<file path="src/design/topological_sort_engine_top_defines.svh">
// ----------------------------------------------------------------------------
// topological_sort_engine_top_defines
// Assertion macros used by the sort engine (tse_sort).
// ----------------------------------------------------------------------------
`ifndef TOPOLOGICAL_SORT_ENGINE_TOP_DEFINES_SVH
`define TOPOLOGICAL_SORT_ENGINE_TOP_DEFINES_SVH
`ifndef SYNTH
`define TSE_ASSERT_IMPL(lbl, ante, cons) \
  lbl: assert property (@(posedge clk_i) disable iff (!rst_ni) (ante) |-> (cons)) \
    else $error("tse assertion failed");
`define TSE_ASSERT_NEXT(lbl, ante, cons) \
  lbl: assert property (@(posedge clk_i) disable iff (!rst_ni) (ante) |=> (cons)) \
    else $error("tse assertion failed");
`else
`define TSE_ASSERT_IMPL(lbl, ante, cons)
`define TSE_ASSERT_NEXT(lbl, ante, cons)
`endif
`endif

</file>
<file path="src/design/tse_pkg.sv">
// ----------------------------------------------------------------------------
// tse_pkg
// Types and constants of the topological sort engine.
// ----------------------------------------------------------------------------
package tse_pkg;

  localparam int NodeCountDefault = 16;
  localparam int NodeIdW          = 4;
  localparam int NodeIdLimit      = 2 ** NodeIdW;
  localparam int DepW             = 16;
  localparam int StatusW          = 2;
  localparam int CmdQueueDepth    = 2;
  localparam int ResQueueDepth    = 2;

  localparam logic OpAdd   = 1'b0;
  localparam logic OpBuild = 1'b1;

  localparam logic [StatusW-1:0] StatusSorted     = 2'd0;
  localparam logic [StatusW-1:0] StatusUnresolved = 2'd1;
  localparam logic [StatusW-1:0] StatusEmpty      = 2'd2;

  typedef enum logic [1:0] {
    CMD_ADD,
    CMD_BUILD,
    CMD_DROP
  } cmd_kind_e;

  typedef struct packed {
    cmd_kind_e           kind;
    logic [NodeIdW-1:0]  node_id;
    logic [DepW-1:0]     dep_mask;
  } cmd_t;

  typedef struct packed {
    logic [NodeIdW-1:0]  order_node;
    logic [StatusW-1:0]  status;
    logic                last;
  } result_t;

  typedef enum logic [1:0] {
    ST_IDLE,
    ST_PUSH,
    ST_POP
  } sort_state_e;

endpackage

</file>
<file path="src/design/tse_fifo.sv">
// ----------------------------------------------------------------------------
// tse_fifo
// Small first-in first-out queue with push/full and pop/empty sides.
// ----------------------------------------------------------------------------
module tse_fifo #(
  parameter int WIDTH = 8,
  parameter int DEPTH = 2
) (
  input  logic             clk_i,
  input  logic             rst_ni,
  input  logic             wr_valid_i,
  input  logic [WIDTH-1:0] wr_data_i,
  output logic             full_o,
  output logic [WIDTH-1:0] rd_data_o,
  output logic             empty_o,
  input  logic             rd_pop_i
);

  localparam int PtrW = (DEPTH > 1) ? $clog2(DEPTH) : 1;
  localparam int CntW = $clog2(DEPTH + 1);

  logic [WIDTH-1:0] entries_q [DEPTH];
  logic [PtrW-1:0]  wr_ptr_q, wr_ptr_d;
  logic [PtrW-1:0]  rd_ptr_q, rd_ptr_d;
  logic [CntW-1:0]  cnt_q, cnt_d;
  logic             do_wr, do_rd;

  assign full_o    = (cnt_q == CntW'(DEPTH));
  assign empty_o   = (cnt_q == '0);
  assign do_wr     = wr_valid_i && !full_o;
  assign do_rd     = rd_pop_i && !empty_o;
  assign rd_data_o = entries_q[rd_ptr_q];

  always_comb begin
    wr_ptr_d = wr_ptr_q;
    rd_ptr_d = rd_ptr_q;
    cnt_d    = cnt_q;
    if (do_wr) begin
      wr_ptr_d = (wr_ptr_q == PtrW'(DEPTH - 1)) ? '0 : wr_ptr_q + PtrW'(1);
    end
    if (do_rd) begin
      rd_ptr_d = (rd_ptr_q == PtrW'(DEPTH - 1)) ? '0 : rd_ptr_q + PtrW'(1);
    end
    if (do_wr && !do_rd) begin
      cnt_d = cnt_q + CntW'(1);
    end else if (do_rd && !do_wr) begin
      cnt_d = cnt_q - CntW'(1);
    end
  end

  always_ff @(posedge clk_i or negedge rst_ni) begin
    if (!rst_ni) begin
      wr_ptr_q <= '0;
      rd_ptr_q <= '0;
      cnt_q    <= '0;
    end else begin
      wr_ptr_q <= wr_ptr_d;
      rd_ptr_q <= rd_ptr_d;
      cnt_q    <= cnt_d;
    end
  end

  always_ff @(posedge clk_i) begin
    if (do_wr) begin
      entries_q[wr_ptr_q] <= wr_data_i;
    end
  end

endmodule

</file>
<file path="src/design/tse_front.sv">
// ----------------------------------------------------------------------------
// tse_front
// Accepts items, classifies them and queues them for the sort engine.
// ----------------------------------------------------------------------------
module tse_front #(
  parameter int NODE_COUNT = tse_pkg::NodeCountDefault,
  parameter int DEPTH      = tse_pkg::CmdQueueDepth
) (
  input  logic                         clk_i,
  input  logic                         rst_ni,
  input  logic                         push,
  output logic                         full,
  input  logic                         operation_i,
  input  logic [tse_pkg::NodeIdW-1:0]  node_id_i,
  input  logic [tse_pkg::DepW-1:0]     dep_mask_i,
  output logic                         cmd_valid_o,
  output tse_pkg::cmd_t                cmd_o,
  input  logic                         cmd_pop_i
);

  localparam int NodeSlots = (NODE_COUNT < tse_pkg::NodeIdLimit) ?
                             NODE_COUNT : tse_pkg::NodeIdLimit;
  localparam int SlotW     = tse_pkg::NodeIdW + 1;
  localparam int CmdW      = $bits(tse_pkg::cmd_t);

  tse_pkg::cmd_t   cmd_in;
  logic [CmdW-1:0] cmd_raw;
  logic            q_empty;

  // drop adds for node numbers the table cannot hold
  always_comb begin
    cmd_in.node_id  = node_id_i;
    cmd_in.dep_mask = dep_mask_i;
    if (operation_i == tse_pkg::OpBuild) begin
      cmd_in.kind = tse_pkg::CMD_BUILD;
    end else if ({1'b0, node_id_i} < SlotW'(NodeSlots)) begin
      cmd_in.kind = tse_pkg::CMD_ADD;
    end else begin
      cmd_in.kind = tse_pkg::CMD_DROP;
    end
  end

  tse_fifo #(
    .WIDTH (CmdW),
    .DEPTH (DEPTH)
  ) u_cmd_q (
    .clk_i      (clk_i),
    .rst_ni     (rst_ni),
    .wr_valid_i (push),
    .wr_data_i  (cmd_in),
    .full_o     (full),
    .rd_data_o  (cmd_raw),
    .empty_o    (q_empty),
    .rd_pop_i   (cmd_pop_i)
  );

  assign cmd_valid_o = !q_empty;
  assign cmd_o       = cmd_raw;

endmodule

</file>
<file path="src/design/tse_sort.sv">
// ----------------------------------------------------------------------------
// tse_sort
// Node table and Kahn sort sequencer with a LIFO of ready nodes.
// ----------------------------------------------------------------------------
`include "topological_sort_engine_top_defines.svh"

module tse_sort #(
  parameter int NODE_COUNT = tse_pkg::NodeCountDefault
) (
  input  logic             clk_i,
  input  logic             rst_ni,
  input  logic             cmd_valid_i,
  input  tse_pkg::cmd_t    cmd_i,
  output logic             cmd_pop_o,
  input  logic             res_full_i,
  output logic             res_push_o,
  output tse_pkg::result_t res_o
);

  localparam int NodeSlots = (NODE_COUNT < tse_pkg::NodeIdLimit) ?
                             NODE_COUNT : tse_pkg::NodeIdLimit;
  localparam int IdxW      = (NodeSlots > 1) ? $clog2(NodeSlots) : 1;
  localparam int SpW       = $clog2(NodeSlots + 1);
  localparam int NodeIdW   = tse_pkg::NodeIdW;
  localparam int DepW      = tse_pkg::DepW;

  tse_pkg::sort_state_e state_q, state_d;

  logic [NodeSlots-1:0] present_q, present_d;
  logic [NodeSlots-1:0] done_q, done_d;
  logic [SpW-1:0]       sp_q, sp_d;
  logic [DepW-1:0]      dep_rows_q  [NodeSlots];
  logic [DepW-1:0]      work_rows_q [NodeSlots];
  logic [NodeIdW-1:0]   stack_q     [NodeSlots];

  logic [NodeSlots-1:0] row_zero;
  logic [NodeSlots-1:0] cand;
  logic                 cand_any;
  logic [IdxW-1:0]      pick_idx;
  logic [SpW-1:0]       sp_dec;
  logic [NodeIdW-1:0]   top_node;
  logic                 last_pop;
  logic                 add_new;
  logic                 build_start;
  logic                 push_step;
  logic                 pop_step;
  logic                 table_empty;
  logic [IdxW-1:0]      add_idx;

  always_comb begin
    for (int k = 0; k < NodeSlots; k++) begin
      row_zero[k] = (work_rows_q[k] == '0);
    end
  end

  assign cand     = present_q & ~done_q & row_zero;
  assign cand_any = |cand;

  // lowest ready node goes on the stack first
  always_comb begin
    pick_idx = '0;
    for (int k = NodeSlots - 1; k >= 0; k--) begin
      if (cand[k]) begin
        pick_idx = IdxW'(k);
      end
    end
  end

  assign sp_dec      = sp_q - SpW'(1);
  assign top_node    = stack_q[sp_dec[IdxW-1:0]];
  assign last_pop    = (done_q == present_q) && (sp_q == SpW'(1));
  assign table_empty = (present_q == '0);
  assign add_idx     = cmd_i.node_id[IdxW-1:0];

  // next state
  always_comb begin
    state_d = state_q;
    case (state_q)
      tse_pkg::ST_IDLE: begin
        if (cmd_valid_i && cmd_i.kind == tse_pkg::CMD_BUILD && !table_empty) begin
          state_d = tse_pkg::ST_PUSH;
        end
      end
      tse_pkg::ST_PUSH: begin
        if (!cand_any) begin
          if (sp_q != '0) begin
            state_d = tse_pkg::ST_POP;
          end else if (done_q == present_q || !res_full_i) begin
            state_d = tse_pkg::ST_IDLE;
          end
        end
      end
      tse_pkg::ST_POP: begin
        if (!res_full_i) begin
          state_d = tse_pkg::ST_PUSH;
        end
      end
      default: state_d = tse_pkg::ST_IDLE;
    endcase
  end

  // outputs
  always_comb begin
    cmd_pop_o        = 1'b0;
    res_push_o       = 1'b0;
    res_o.order_node = '0;
    res_o.status     = tse_pkg::StatusSorted;
    res_o.last       = 1'b1;
    case (state_q)
      tse_pkg::ST_IDLE: begin
        if (cmd_valid_i) begin
          if (cmd_i.kind == tse_pkg::CMD_BUILD && table_empty) begin
            cmd_pop_o    = !res_full_i;
            res_push_o   = !res_full_i;
            res_o.status = tse_pkg::StatusEmpty;
          end else begin
            cmd_pop_o = 1'b1;
          end
        end
      end
      tse_pkg::ST_PUSH: begin
        if (!cand_any && sp_q == '0 && done_q != present_q) begin
          res_push_o   = !res_full_i;
          res_o.status = tse_pkg::StatusUnresolved;
        end
      end
      tse_pkg::ST_POP: begin
        res_push_o       = !res_full_i;
        res_o.order_node = top_node;
        res_o.last       = last_pop;
      end
      default: ;
    endcase
  end

  assign add_new     = (state_q == tse_pkg::ST_IDLE) && cmd_pop_o &&
                       (cmd_i.kind == tse_pkg::CMD_ADD) && !present_q[add_idx];
  assign build_start = (state_q == tse_pkg::ST_IDLE) && cmd_pop_o &&
                       (cmd_i.kind == tse_pkg::CMD_BUILD) && !table_empty;
  assign push_step   = (state_q == tse_pkg::ST_PUSH) && cand_any;
  assign pop_step    = (state_q == tse_pkg::ST_POP) && !res_full_i;

  always_comb begin
    present_d = present_q;
    done_d    = done_q;
    sp_d      = sp_q;
    if (add_new) begin
      present_d[add_idx] = 1'b1;
    end
    if (build_start) begin
      done_d = '0;
      sp_d   = '0;
    end
    if (push_step) begin
      done_d[pick_idx] = 1'b1;
      sp_d             = sp_q + SpW'(1);
    end
    if (pop_step) begin
      sp_d = sp_dec;
    end
  end

  always_ff @(posedge clk_i or negedge rst_ni) begin
    if (!rst_ni) begin
      state_q   <= tse_pkg::ST_IDLE;
      present_q <= '0;
      done_q    <= '0;
      sp_q      <= '0;
    end else begin
      state_q   <= state_d;
      present_q <= present_d;
      done_q    <= done_d;
      sp_q      <= sp_d;
    end
  end

  always_ff @(posedge clk_i) begin
    if (add_new) begin
      dep_rows_q[add_idx] <= cmd_i.dep_mask;
    end
    if (push_step) begin
      stack_q[sp_q[IdxW-1:0]] <= NodeIdW'(pick_idx);
    end
    for (int k = 0; k < NodeSlots; k++) begin
      if (build_start) begin
        work_rows_q[k] <= present_q[k] ? dep_rows_q[k] : '0;
      end else if (pop_step) begin
        // clear the emitted node from every remaining row
        work_rows_q[k] <= work_rows_q[k] & ~(DepW'(1) << top_node);
      end
    end
  end

  `TSE_ASSERT_IMPL(a_sp_bound, 1'b1, sp_q <= SpW'(NodeSlots))
  `TSE_ASSERT_IMPL(a_res_space, res_push_o, !res_full_i)
  `TSE_ASSERT_NEXT(a_pop_dec, pop_step, sp_q == $past(sp_q) - SpW'(1))
  `TSE_ASSERT_IMPL(a_done_present, state_q != tse_pkg::ST_IDLE, (done_q & ~present_q) == '0)

endmodule

</file>
<file path="src/design/topological_sort_engine_top.sv">
// ----------------------------------------------------------------------------
// topological_sort_engine_top
// Kahn topological sort over a bounded node table, queue style ports.
// ----------------------------------------------------------------------------
// Channel   Handshake        Payload
// input     push / full      operation_i, node_id_i, dep_mask_i
// result    pop / empty      order_node_o, status_o, last_o
//
// An add is taken while the engine is idle. A build first loads the working
// rows, then pushes each ready node onto the ready stack in turn, and for
// each node popped runs a scan for newly ready nodes plus the pop itself,
// with a closing scan; an empty table is answered with an empty status.
// The push/pop sequencer over the working rows sets these steps.
// Reset clears the present mask and control state; no clearing pass runs.
// A full result queue stalls the engine; a two-item command queue keeps
// taking input while the engine is busy.
// ----------------------------------------------------------------------------
module topological_sort_engine_top #(
  parameter int NODE_COUNT = tse_pkg::NodeCountDefault
) (
  input  logic                         clk_i,
  input  logic                         rst_ni,
  input  logic                         push,
  output logic                         full,
  input  logic                         operation_i,
  input  logic [tse_pkg::NodeIdW-1:0]  node_id_i,
  input  logic [tse_pkg::DepW-1:0]     dep_mask_i,
  output logic                         empty,
  input  logic                         pop,
  output logic [tse_pkg::NodeIdW-1:0]  order_node_o,
  output logic [tse_pkg::StatusW-1:0]  status_o,
  output logic                         last_o
);

  localparam int ResW = $bits(tse_pkg::result_t);

  logic             cmd_valid;
  tse_pkg::cmd_t    cmd;
  logic             cmd_pop;
  logic             res_full;
  logic             res_push;
  tse_pkg::result_t res_in;
  logic [ResW-1:0]  res_raw;
  tse_pkg::result_t res_out;

  tse_front #(
    .NODE_COUNT (NODE_COUNT),
    .DEPTH      (tse_pkg::CmdQueueDepth)
  ) u_front (
    .clk_i       (clk_i),
    .rst_ni      (rst_ni),
    .push        (push),
    .full        (full),
    .operation_i (operation_i),
    .node_id_i   (node_id_i),
    .dep_mask_i  (dep_mask_i),
    .cmd_valid_o (cmd_valid),
    .cmd_o       (cmd),
    .cmd_pop_i   (cmd_pop)
  );

  tse_sort #(
    .NODE_COUNT (NODE_COUNT)
  ) u_sort (
    .clk_i       (clk_i),
    .rst_ni      (rst_ni),
    .cmd_valid_i (cmd_valid),
    .cmd_i       (cmd),
    .cmd_pop_o   (cmd_pop),
    .res_full_i  (res_full),
    .res_push_o  (res_push),
    .res_o       (res_in)
  );

  tse_fifo #(
    .WIDTH (ResW),
    .DEPTH (tse_pkg::ResQueueDepth)
  ) u_res_q (
    .clk_i      (clk_i),
    .rst_ni     (rst_ni),
    .wr_valid_i (res_push),
    .wr_data_i  (res_in),
    .full_o     (res_full),
    .rd_data_o  (res_raw),
    .empty_o    (empty),
    .rd_pop_i   (pop)
  );

  assign res_out      = res_raw;
  assign order_node_o = res_out.order_node;
  assign status_o     = res_out.status;
  assign last_o       = res_out.last;

endmodule
</file>
<file path="config.mk">
export PLATFORM = sky130hd
export DESIGN_NAME = topological_sort_engine_top
export DESIGN_NICKNAME = d
export VERILOG_FILES = /design/src/design/tse_pkg.sv /design/src/design/tse_fifo.sv /design/src/design/tse_front.sv /design/src/design/tse_sort.sv /design/src/design/topological_sort_engine_top.sv
export VERILOG_INCLUDE_DIRS = /design/src /design/src/design
export SDC_FILE = /design/constraint.sdc
export NUM_CORES = 1
export LEC_CHECK = 0
export BUFFER_PORTS_ARGS = -buffer_cell sky130_fd_sc_hd__buf_2
export CELL_PAD_IN_SITES_DETAIL_PLACEMENT = 1
export CELL_PAD_IN_SITES_GLOBAL_PLACEMENT = 2
export CORE_MARGIN = 2
export CORE_UTILIZATION = 49
export CTS_BUF_LIST = sky130_fd_sc_hd__clkbuf_16
export DETAILED_ROUTE_END_ITERATION = 8
export GPL_TIMING_DRIVEN = 0
export PLACE_DENSITY_LB_ADDON = 0.25
export REMOVE_ABC_BUFFERS = 1
export SYNTH_ARGS = -nofsm -noshare
export SYNTH_HDL_FRONTEND = slang
export SYNTH_SLANG_ARGS = --single-unit
</file>
<file path="constraint.sdc">
create_clock -name clk_i -period 21.3 [get_ports clk_i]
set_input_delay 4.26 -clock clk_i [delete_from_list [all_inputs] [get_ports clk_i]]
set_output_delay 4.26 -clock clk_i [all_outputs]
set_load 0.005 [all_outputs]
</file>
# --- Yosys cells after proc, flatten, opt, wreduce, memory -nomap -nowiden ---
# Memory sizes are Yosys's and may differ from the RTL's.
# Index checks and enable logic that the tools add are counted.
classes:
  add_sub_neg: 10
  magnitude_cmp: 4
  n_eq_ne: 12
  shift: 1
  mux: 100
  n_bitwise: 38
  n_reduce_logical: 63
ops:
  columns: ["cell", "n"]
  rows:
  - ["2-to-1 mux 16 bit", 34]
  - ["AND 16 bit", 18]
  - ["logical NOT 16 bit", 17]
  - ["2-to-1 mux 4 bit", 17]
  - ["inverter 16 bit", 2]
  - ["OR 16 bit", 2]
  - ["2-to-1 mux 1 bit", 29]
  - ["logical AND 1 bit", 23]
  - ["2-to-1 mux 2 bit", 11]
  - ["== test 16 bit", 1]
  - ["!= test 16 bit", 1]
  - ["OR 1 bit", 16]
  - ["OR reduction 16 bit", 1]
  - ["<< shifter 1 x 4 -> 16 bit (first input constant)", 1]
  - ["2-to-1 mux 5 bit", 3]
  - ["logical NOT 1 bit", 11]
  - ["less-than comparator 4 x 5 -> 1 bit (second input constant)", 2]
  - ["demux 1 bit (select 4 bit)", 2]
  - [">= comparator 4 x 1 -> 1 bit (second input constant)", 2]
  - ["logical NOT 2 bit", 4]
  - ["== test 2 bit (second input constant)", 3]
  - ["one-hot mux 2 bit (3 select lines)", 1]
  - ["adder 5 x 1 -> 5 bit (second input constant)", 1]
  - ["== test 5 x 1 -> 1 bit (second input constant)", 1]
  - ["17 further kinds", 25]
totals:
  reg_bits: 47
  ram_bits: 632
  in_bits: 25
  output_inout_bits: 9
  elab_cells: 243
  mem_count: 5
mem_list:
  columns: ["name", "depth", "width", "read_ports", "rd_ports_with_merged_regs", "wr", "line_no", "text"]
  rows:
  - ["u_sort.dep_rows_q", 16, 16, 16, 0, 1, "tse_sort.sv:32", "logic [DepW-1:0] dep_rows_q [NodeSlots];"]
  - ["u_sort.work_rows_q", 16, 16, 16, 0, 16, "tse_sort.sv:33", "logic [DepW-1:0] work_rows_q [NodeSlots];"]
  - ["u_sort.stack_q", 16, 4, 1, 0, 1, "tse_sort.sv:34", "logic [NodeIdW-1:0] stack_q [NodeSlots];"]
  - ["u_front.u_cmd_q.entries_q", 2, 21, 1, 0, 1, "tse_fifo.sv:22", "logic [WIDTH-1:0] entries_q [DEPTH];"]
  - ["u_res_q.entries_q", 2, 7, 1, 0, 1, "tse_fifo.sv:22", null]

# --- Logic depth before layout (Yosys ltp) ---
# Gate-level depths: netlist of the first run.
depth:
  depth_word: 25
  mapped_depth: 13

# --- Modules after synthesis ---
# From an unflattened synthesis of the first run, not the netlist that was laid out.
unflattened:
  cells_unflattened: 1504
  area_unflattened_um2: 26694.4
modules_own_cells:
  columns: ["mod", "instances", "cells_per_inst", "area_each_um2", "seq_area_each_um2"]
  rows:
  - ["tse_sort", 1, 1374, 24195.7, 18272.5]
  - ["tse_fifo (u_front.u_cmd_q)", 1, 87, 1788.0, 1421.4]
  - ["tse_fifo (u_res_q)", 1, 41, 703.2, 520.5]
  - ["tse_front", 1, 2, 7.5, 0.0]

# --- Worst setup path after synthesis of the first run ---
# Ideal clock, no wire load.
synth_path:
  path_kind: "flip-flop to flip-flop"
  start: "register u_res_q.cnt_q[0]"
  end: "memory u_sort.work_rows_q[0][0], enable pin"
  t_arrival_ns: 5.753
  required_ns: 19.327
  path_slack_ns: 13.574
  stages_incl_launch_ff: 6
  path_buffers: 2
  path_cell_list: "dfrtp_1 > nand2b_1 > nand2_1 > clkbuf_1 > buf_1 > nand2_1"
synth_rtl:
  columns: ["item", "line_no", "text"]
  rows:
  - ["from (decl)", "tse_fifo.sv:25", "logic [CntW-1:0] cnt_q, cnt_d;"]
  - ["from (signal assigned)", "tse_fifo.sv:59", "cnt_q <= cnt_d;"]
  - ["to (decl)", "tse_sort.sv:33", null]

# --- Worst setup path after layout of the first run ---
layout_path:
  start: "register u_res_q.rd_ptr_q"
  end: "output port order_node_o[3] in the netlist's numbering"
layout_via:
  elab_chain_len: 1
layout_lines:
  columns: ["item", "line_no", "text"]
  rows:
  - ["from (decl)", "tse_fifo.sv:24", "logic [PtrW-1:0] rd_ptr_q, rd_ptr_d;"]
  - ["from (signal assigned)", "tse_fifo.sv:58", "rd_ptr_q <= rd_ptr_d;"]
  - ["memory read (2 x 7 bit)", null, null]
  - ["to (decl)", "topological_sort_engine_top.sv:30", "output logic [tse_pkg::NodeIdW-1:0] order_node_o,"]
# Every way passes these cells.

==> metrics.md, run 1 <==
| Metric | Value |
|---|---|
| Most used flip-flop cell after synthesis | `edfxtp_1` |
| Die X | `236.5 µm` |
| Max Clk Rate | `0.1695 GHz` |
| Reg2reg setup slack | `15.83 ns` |
| Avg Synthesized Cell Area | `17.52 µm²` |
| PwrDens | `162.9 nW/µm²` |
| Highest routing layer actually used | `met4` |
| Post-synthesis simple-gate area fraction | `6.365%` |
| Met3 wire len | `3868 µm` |
| Post-Synth Adder-Cell Area | `1.086%` |
| Final ANT Viol Nets | `0` |
| HP Start | `u_sort.done_q[5]$_DFF_PN0_` |
| Hold path endpoint | `u_sort.done_q[5]$_DFF_PN0_` |
| Post-CTS Hold Buffers | `0` |
| Final worst slack | `15.40 ns` |
| Die Ht | `236.5 µm` |
| Wire length of the first global-routing pass | `101300 µm` |
| Final setup viols | `0` |
| Vias per inst | `6.302` |
| Number of distinct library cells after synthesis | `66` |
| Final global-route overflow total | `0` |
| Row count | `85` |
| Critical path capture point type | `output port` |
| CP arrival | `1.64 ns` |
| Final Max Slew Viols | `0` |
| Reg2Reg Capture Point | `u_sort.work_rows_q[1][36]$_DFFE_PP_` |
| Root Driver | `clkbuf_16` |
| Worst min path class | `reg -> reg` |
| Layout cells sized above 1 | `16.20%` |
| IO Count | `34` |
| # Max-Cap Violations | `0` |
| CTS H-tree lvls | `3` |
| Critical path required time | `17.04 ns` |
| Drt pass-1 iters | `5` |
| Cells after Synth | `1512` |
| Largest net degree at the start of global routing | `62` |
| Skew final | `0.02522 ns` |
| Average routed wire per standard cell | `29.37 µm` |
| Synth top area cells | `edfxtp_1, a22o_1, dfrtp_1, mux4_2, mux2_2` |
| CTS tree | `yes` |
| Pleak | `10.21 nW` |
| Mux contribution to synthesized area | `3.381%` |
| Most common cell in the netlist | `edfxtp_1` |
| Number of cells on the worst hold path | `2` |
| Final hold vios | `0` |
| Largest family of logic cells by synthesized area | `compound AO/OA/AOI/OAI gates` |
| Slew @ Worst Pin | `1.378 ns` |
| Top cell type's share of synthesized area | `71.62%` |
| Area delta synth->final | `12.14%` |
| Core Area | `53600 µm²` |
| Synth Area in Compound Gates | `11.15%` |
| Seq/Total Area, Yosys | `76.06%` |
| # Post-CTS Setup Buffers | `0` |
| Initial antenna violation count | `3` |
| Dpl cells | `2184` |
| Vias in the first global route | `15150` |
| Asr flop ratio synth | `6.922%` |
| RSZ-0062 raised after global routing | `false` |
| Gpl congestion | `0.7707` |
| Worst slack at placement | `15.56 ns` |
| Initial Utilization | `49.43%` |
| Num CTS Buffers | `70` |
| Setup crit start kind | `flop` |
| Drt drc | `0` |
| Most instantiated cells after synthesis | `edfxtp_1, a22o_1, nor2_1` |
| RR Startpoint | `u_front.u_cmd_q.rd_ptr_q$_DFFE_PN0P_` |
| Met1 wire length | `28730 µm` |
| Vias | `14540` |
| Flops & latches, synth | `679` |
| Final TNS setup | `0 ns` |
| Drt total wl | `67750 µm` |
| Final min period | `5.899 ns` |
| Worst VDD drop | `0.1037 mV` |
| Port-buffer cells | `33` |
| Number of flops mapped to enable cells by yosys | `632` |
| Deepest clock path buffer count | `3` |
| Gr usage total | `24.71%` |
| CTS Sinks | `679` |
| Status | `complete, no violations` |
| Clock Latency Late Sink | `0.60 ns` |
| Final worst path period share | `27.70%` |
| Synth Warn # | `0` |
| Post-DP HPWL | `41610 µm` |
| Worst-path maximum fanout | `8` |
| Die area | `55950 µm²` |
| Max transition margin | `7.303%` |
| Ant diodes | `0` |
| Post-Syn Area | `26500 µm²` |
| R2r worst-path depth | `7` |
| Layout Nets | `1608` |
| Area leader, netlist | `edfxtp_1` |
| Finished Layout Cells | `2307` |
| Reg clk slew, reported paths | `0.06 ns` |
| Critical path class | `reg -> out` |
| # resized after CTS | `0` |
| Met2 wire length | `33590 µm` |
| Post-synthesis xor/xnor area fraction | `0.4628%` |
| Initial drt markers | `1337` |
==> how the worst max path moves through the flow <==
stage                     slack, ns  cells after the start                         start                                         end
after floorplan               12.77                      3  u_res_q.cnt_q[0]$_DFFE_PN0P_          u_sort.work_rows_q[0][0]$_DFFE_PP_
after global placement         8.51                      3  u_res_q.cnt_q[0]$_DFFE_PN0P_         u_sort.work_rows_q[1][35]$_DFFE_PP_
after detailed placement      15.56                      2                          push  u_front.u_cmd_q.entries_q[1][16]$_DFFE_PP_
after CTS                     15.35                      2  u_res_q.rd_ptr_q$_DFFE_PN0P_                                      last_o
after global routing          15.33                      2  u_res_q.rd_ptr_q$_DFFE_PN0P_                             order_node_o[2]
final                         15.40                      2  u_res_q.rd_ptr_q$_DFFE_PN0P_                             order_node_o[3]
==> placed cells by master (no fill, tap or decap), types with 3 or more instances in the layout <==
cell / n
a2111oi_0: 4
a211oi_1: 3
a21oi_1: 8
a21oi_4: 11
a22o_1: 256
a31o_2: 5
a31oi_4: 5
and2_1: 21
buf_16: 6
buf_2: 33
buf_8: 4
bufinv_16: 3
clkbuf_16: 73
clkinv_1: 16
clkinv_2: 12
dfrtp_1: 47
edfxtp_1: 632
ha_1: 23
inv_1: 40
mux2_2: 32
mux2i_1: 12
mux4_2: 17
nand2_1: 43
nand2b_1: 9
nand3_1: 8
nand4_1: 21
nor2_1: 56
nor2_2: 18
nor2b_1: 6
nor3_1: 14
nor4_1: 49
nor4b_1: 15
o211ai_1: 7
o21ai_0: 9
o31ai_1: 9
or2_2: 24
or3_1: 12
xnor2_1: 5
xor2_1: 4
==> per-stage QoR <==
step / utilization (%) / hold slack, ns / cell area [µm²] / power [mW]
5_1_grt: 55.43 / 0.5190 / 29710 / 5.052
3_5_place_dp: 51.43 / 0.4724 / 27570 / 3.710
3_3_place_gp: 50.78 / 0.4665 / 27220 / 3.700
2_1_floorplan: - / 0.4485 / 26190 / 3.162
4_1_cts: 55.37 / 0.4854 / 29680 / 4.866
6_report: 55.43 / 0.4920 / 29710 / 4.841
==> layout make-up <==
class	count	area [µm²]
fillers	4853	23890
flip-flops and latches	679	20150
multi-input cells	742	6067
clock buffers	73	1827
well taps	696	870.8
repair buffers	45	430.4
clock inverters	50	281.5
inverters	22	82.58
==> logic make-up after synthesis <==
family | count (synthesis)
AOI/OAI and AO/OA | 335
muxes | 63
and+or+nand+nor | 310
adders and majority gates | 23
buffers and inverters | 91
DFF | 679
xor gates and xnor gates | 11
==> routing by layer <==
metal	up-vias	GRT usage, %
met5	-	0
met4	0	7.326
met3	95	3.929
met2	472	41.27
met1	7705	33.71
li1	6266	-
==> worst max-delay path: stages, from the launching register on <==
cell and delay (ns):
dfrtp_1 0.54, mux2_2 0.37, buf_2 0.13
==> registers in the layout, summed over array words and instances, names as in the netlist <==
name and cells:
u_front.u_cmd_q.cnt_q 2, u_sort.done_q 16, u_front.u_cmd_q.rd_ptr_q 1, u_sort.dep_rows_q 256, u_res_q.wr_ptr_q 1, u_res_q.rd_ptr_q 1
u_sort.sp_q 5, u_sort.work_rows_q 256, u_sort.present_q 16, u_front.u_cmd_q.wr_ptr_q 1, u_res_q.entries_q 14, u_sort.stack_q 64
u_res_q.cnt_q 2, u_sort.state_q 2, u_front.u_cmd_q.entries_q 42
==> report_power, final <==
| part | switching (mW) | total [mW] | internal, mW |
|---|---|---|---|
| logic | 0.948 | 1.41 | 0.461 |
| clock network | 0.494 | 1.15 | 0.652 |
| registers | 0.244 | 2.29 | 2.04 |
Note: power is estimated with default switching activity, not from simulation.
==> inputs of run 2 (changes only) <==
CORE_UTILIZATION = 44   (was 49)
clock period = 4.9 ns   (was 21.3 ns; I/O delays follow)
==> run 2 against run 1 <==
Critical path depth is 6 higher; clock-buffer cell count stayed put; sequential power grew to 4.3 times the previous value; non-clock buffer count is 1 higher; clock power grew to 4.5 times the previous value; register-to-register slack worse by 15 ns; setup slack worse by 15 ns; utilization is 4.8 points lower; clock skew is 0.0033 ns lower; flip-flop and latch count stayed put; cell count is 3.9% higher; sequential share of layout area is 0.61 points lower; highest routed layer unchanged.
==> metrics.md, run 2 (synthesis results as in run 1) <==
| Metric | Value |
|---|---|
| Status | `complete, no violations` |
| Ant diodes | `0` |
| Slowest-stage cell, CP | `a31oi_4` |
| Row count | `89` |
| Final global-route overflow total | `0` |
| CTS Sinks | `679` |
| Fillers | `5452` |
| Max Clk Rate | `0.2204 GHz` |
| Most frequent cells in the layout | `edfxtp_1, a22o_1, clkbuf_16` |
| Layout cells sized above 1 | `17.13%` |
| Worst-path maximum fanout | `23` |
| Initial drt markers | `1196` |
| # Max-Cap Violations | `0` |
| CTS H-tree lvls | `3` |
| Gpl congestion | `0.7834` |
| Drt total wl | `67960 µm` |
| CP arrival | `5.01 ns` |
| Clock Latency Late Sink | `0.62 ns` |
| Die Ht | `249.4 µm` |
| Gr usage total | `22.17%` |
| Area delta synth->final | `13.17%` |
| Vias per inst | `5.970` |
| Drt pass-1 iters | `5` |
| Finished Layout Cells | `2396` |
| Final min period | `4.538 ns` |
| Initial antenna violation count | `2` |
| Num CTS Buffers | `73` |
| Vias in the first global route | `14800` |
| Critical path class | `reg -> reg` |
| Die X | `249.4 µm` |
| Final ANT Viol Nets | `0` |
| IO Count | `34` |
| Post-DP HPWL | `41410 µm` |
| Average routed wire per standard cell | `28.36 µm` |
| CTS tree | `yes` |
| Wire length of the first global-routing pass | `101100 µm` |
| Die area | `62200 µm²` |
| Critical path required time | `5.37 ns` |
| Pleak | `10.26 nW` |
| Worst slack at placement | `-0.5989 ns` |
| Setup crit start kind | `flop` |
| Post-DP Area | `27710 µm²` |
| Layout Nets | `1612` |
| CP max stage delay | `0.91 ns` |
| Initial Utilization | `44.73%` |
| Worst min path class | `reg -> reg` |
| Reg clk slew, reported paths | `0.06 ns` |
| Vias | `14300` |
| Cells along the critical path | `inv_1, ha_2, mux4_2, mux4_2, inv_2, nor2_4, a31oi_4, a22o_1` |
| Commonest non-fill, non-tap cell in the layout | `edfxtp_1` |
| Skew final | `0.02194 ns` |
| Port-buffer cells | `33` |
| RSZ-0062 raised after global routing | `false` |
| Final TNS setup | `0 ns` |
| Final worst slack | `0.3621 ns` |
| Final Max Slew Viols | `0` |
| PwrDens | `708.8 nW/µm²` |
| Final hold vios | `0` |
| Root Driver | `clkbuf_16` |
| Final worst path period share | `92.61%` |
| Worst VDD drop | `0.4423 mV` |
| Most frequent CP cell | `mux4_2` |
| Dpl cells | `2261` |
| Critical path capture point type | `flop` |
| Drt drc | `0` |
| Fin area | `29990 µm²` |
| Max transition margin | `13.76%` |
| Slew @ Worst Pin | `1.289 ns` |
| Core Area | `59240 µm²` |
| # Post-CTS Setup Buffers | `0` |
| Deepest clock path buffer count | `3` |
| Largest net degree at the start of global routing | `72` |
| Final setup viols | `0` |
[run 2: cell count changes in the layout (fill, tap and decap cells not counted), moves of 3 or more]
| cell | previous run | this run |
|---|---|---|
| nor4_2 | 2 | 6 |
| buf_16 | 6 | 9 |
| nor4_1 | 49 | 45 |
| inv_6 | 0 | 8 |
[run 2: timing repair]
action / in CTS / in global routing
setup endpoints to repair: 454 / 245
resized for setup: 3 / 4
hold buffers: 0 / 0
[run 2: where the power goes]
| group | internal, mW | switching, mW | total, mW |
|---|---|---|---|
| logic | 2.04 | 4.15 | 6.20 |
| clock network | 2.89 | 2.25 | 5.14 |
| registers | 8.88 | 1.04 | 9.92 |
[run 2: worst paths after layout]
check / start / to / slack [ns] / cells past startpoint
setup / recovery: u_sort.sp_q[0]$_DFFE_PN0P_ / u_sort.work_rows_q[0][105]$_DFFE_PP_ / 0.36 / 8
hold / removal: u_sort.done_q[13]$_DFF_PN0_ / u_sort.done_q[13]$_DFF_PN0_ / 0.49 / 2
setup reg to reg: u_sort.sp_q[0]$_DFFE_PN0P_ / u_sort.work_rows_q[0][105]$_DFFE_PP_ / 0.36 / 8
hold reg to reg: u_sort.done_q[13]$_DFF_PN0_ / u_sort.done_q[13]$_DFF_PN0_ / 0.49 / 2
max in group asynchronous: rst_ni / u_front.u_cmd_q.rd_ptr_q$_DFFE_PN0P_ / 3.52 / 1
min in group asynchronous: rst_ni / u_res_q.wr_ptr_q$_DFFE_PN0P_ / 0.60 / 1
[run 2: critical path: cells and delay by family (launching register included)]
kind | cells | cell delay, ns
AO/OA/AOI/OAI | 2 | 1.19
adder cells (fa/ha/maj) | 1 | 0.73
buffers and inverters | 2 | 0.46
flip-flops | 1 | 0.82
multiplexers | 2 | 1.05
AND/OR/NAND/NOR | 1 | 0.11
[run 2: routing by layer]
metal / GRT usage (%) / up-vias / share of wire [%]
li1: - / 6291 / -
met3: 3.202 / 74 / 4.9
met4: 5.559 / 0 / 1.7
met2: 36.27 / 369 / 49
met1: 31.39 / 7569 / 44
met5: 0 / - / 0
[run 2: stage by stage]
step	total power, mW	hold slack, ns	utilization, %
after floorplan	12.67	0.4485	-
after global routing	22.22	0.5310	50.62
final	21.25	0.4917	50.62
after detailed placement	16.20	0.4798	46.77
after global placement	14.11	0.4655	46.11
after CTS	21.41	0.4958	50.53
[run 2: area by class of cell]
type / count / area [µm²] / area share (%)
timing repair buffer: 46 / 470.5 / 1.569
clock inverter: 61 / 392.9 / 1.310
tap: 773 / 967.2 / 3.225
clock buffer: 73 / 1827 / 6.092
multi-input combinational: 742 / 6091 / 20.31
inverter: 22 / 82.58 / 0.2754
sequential: 679 / 20160 / 67.22
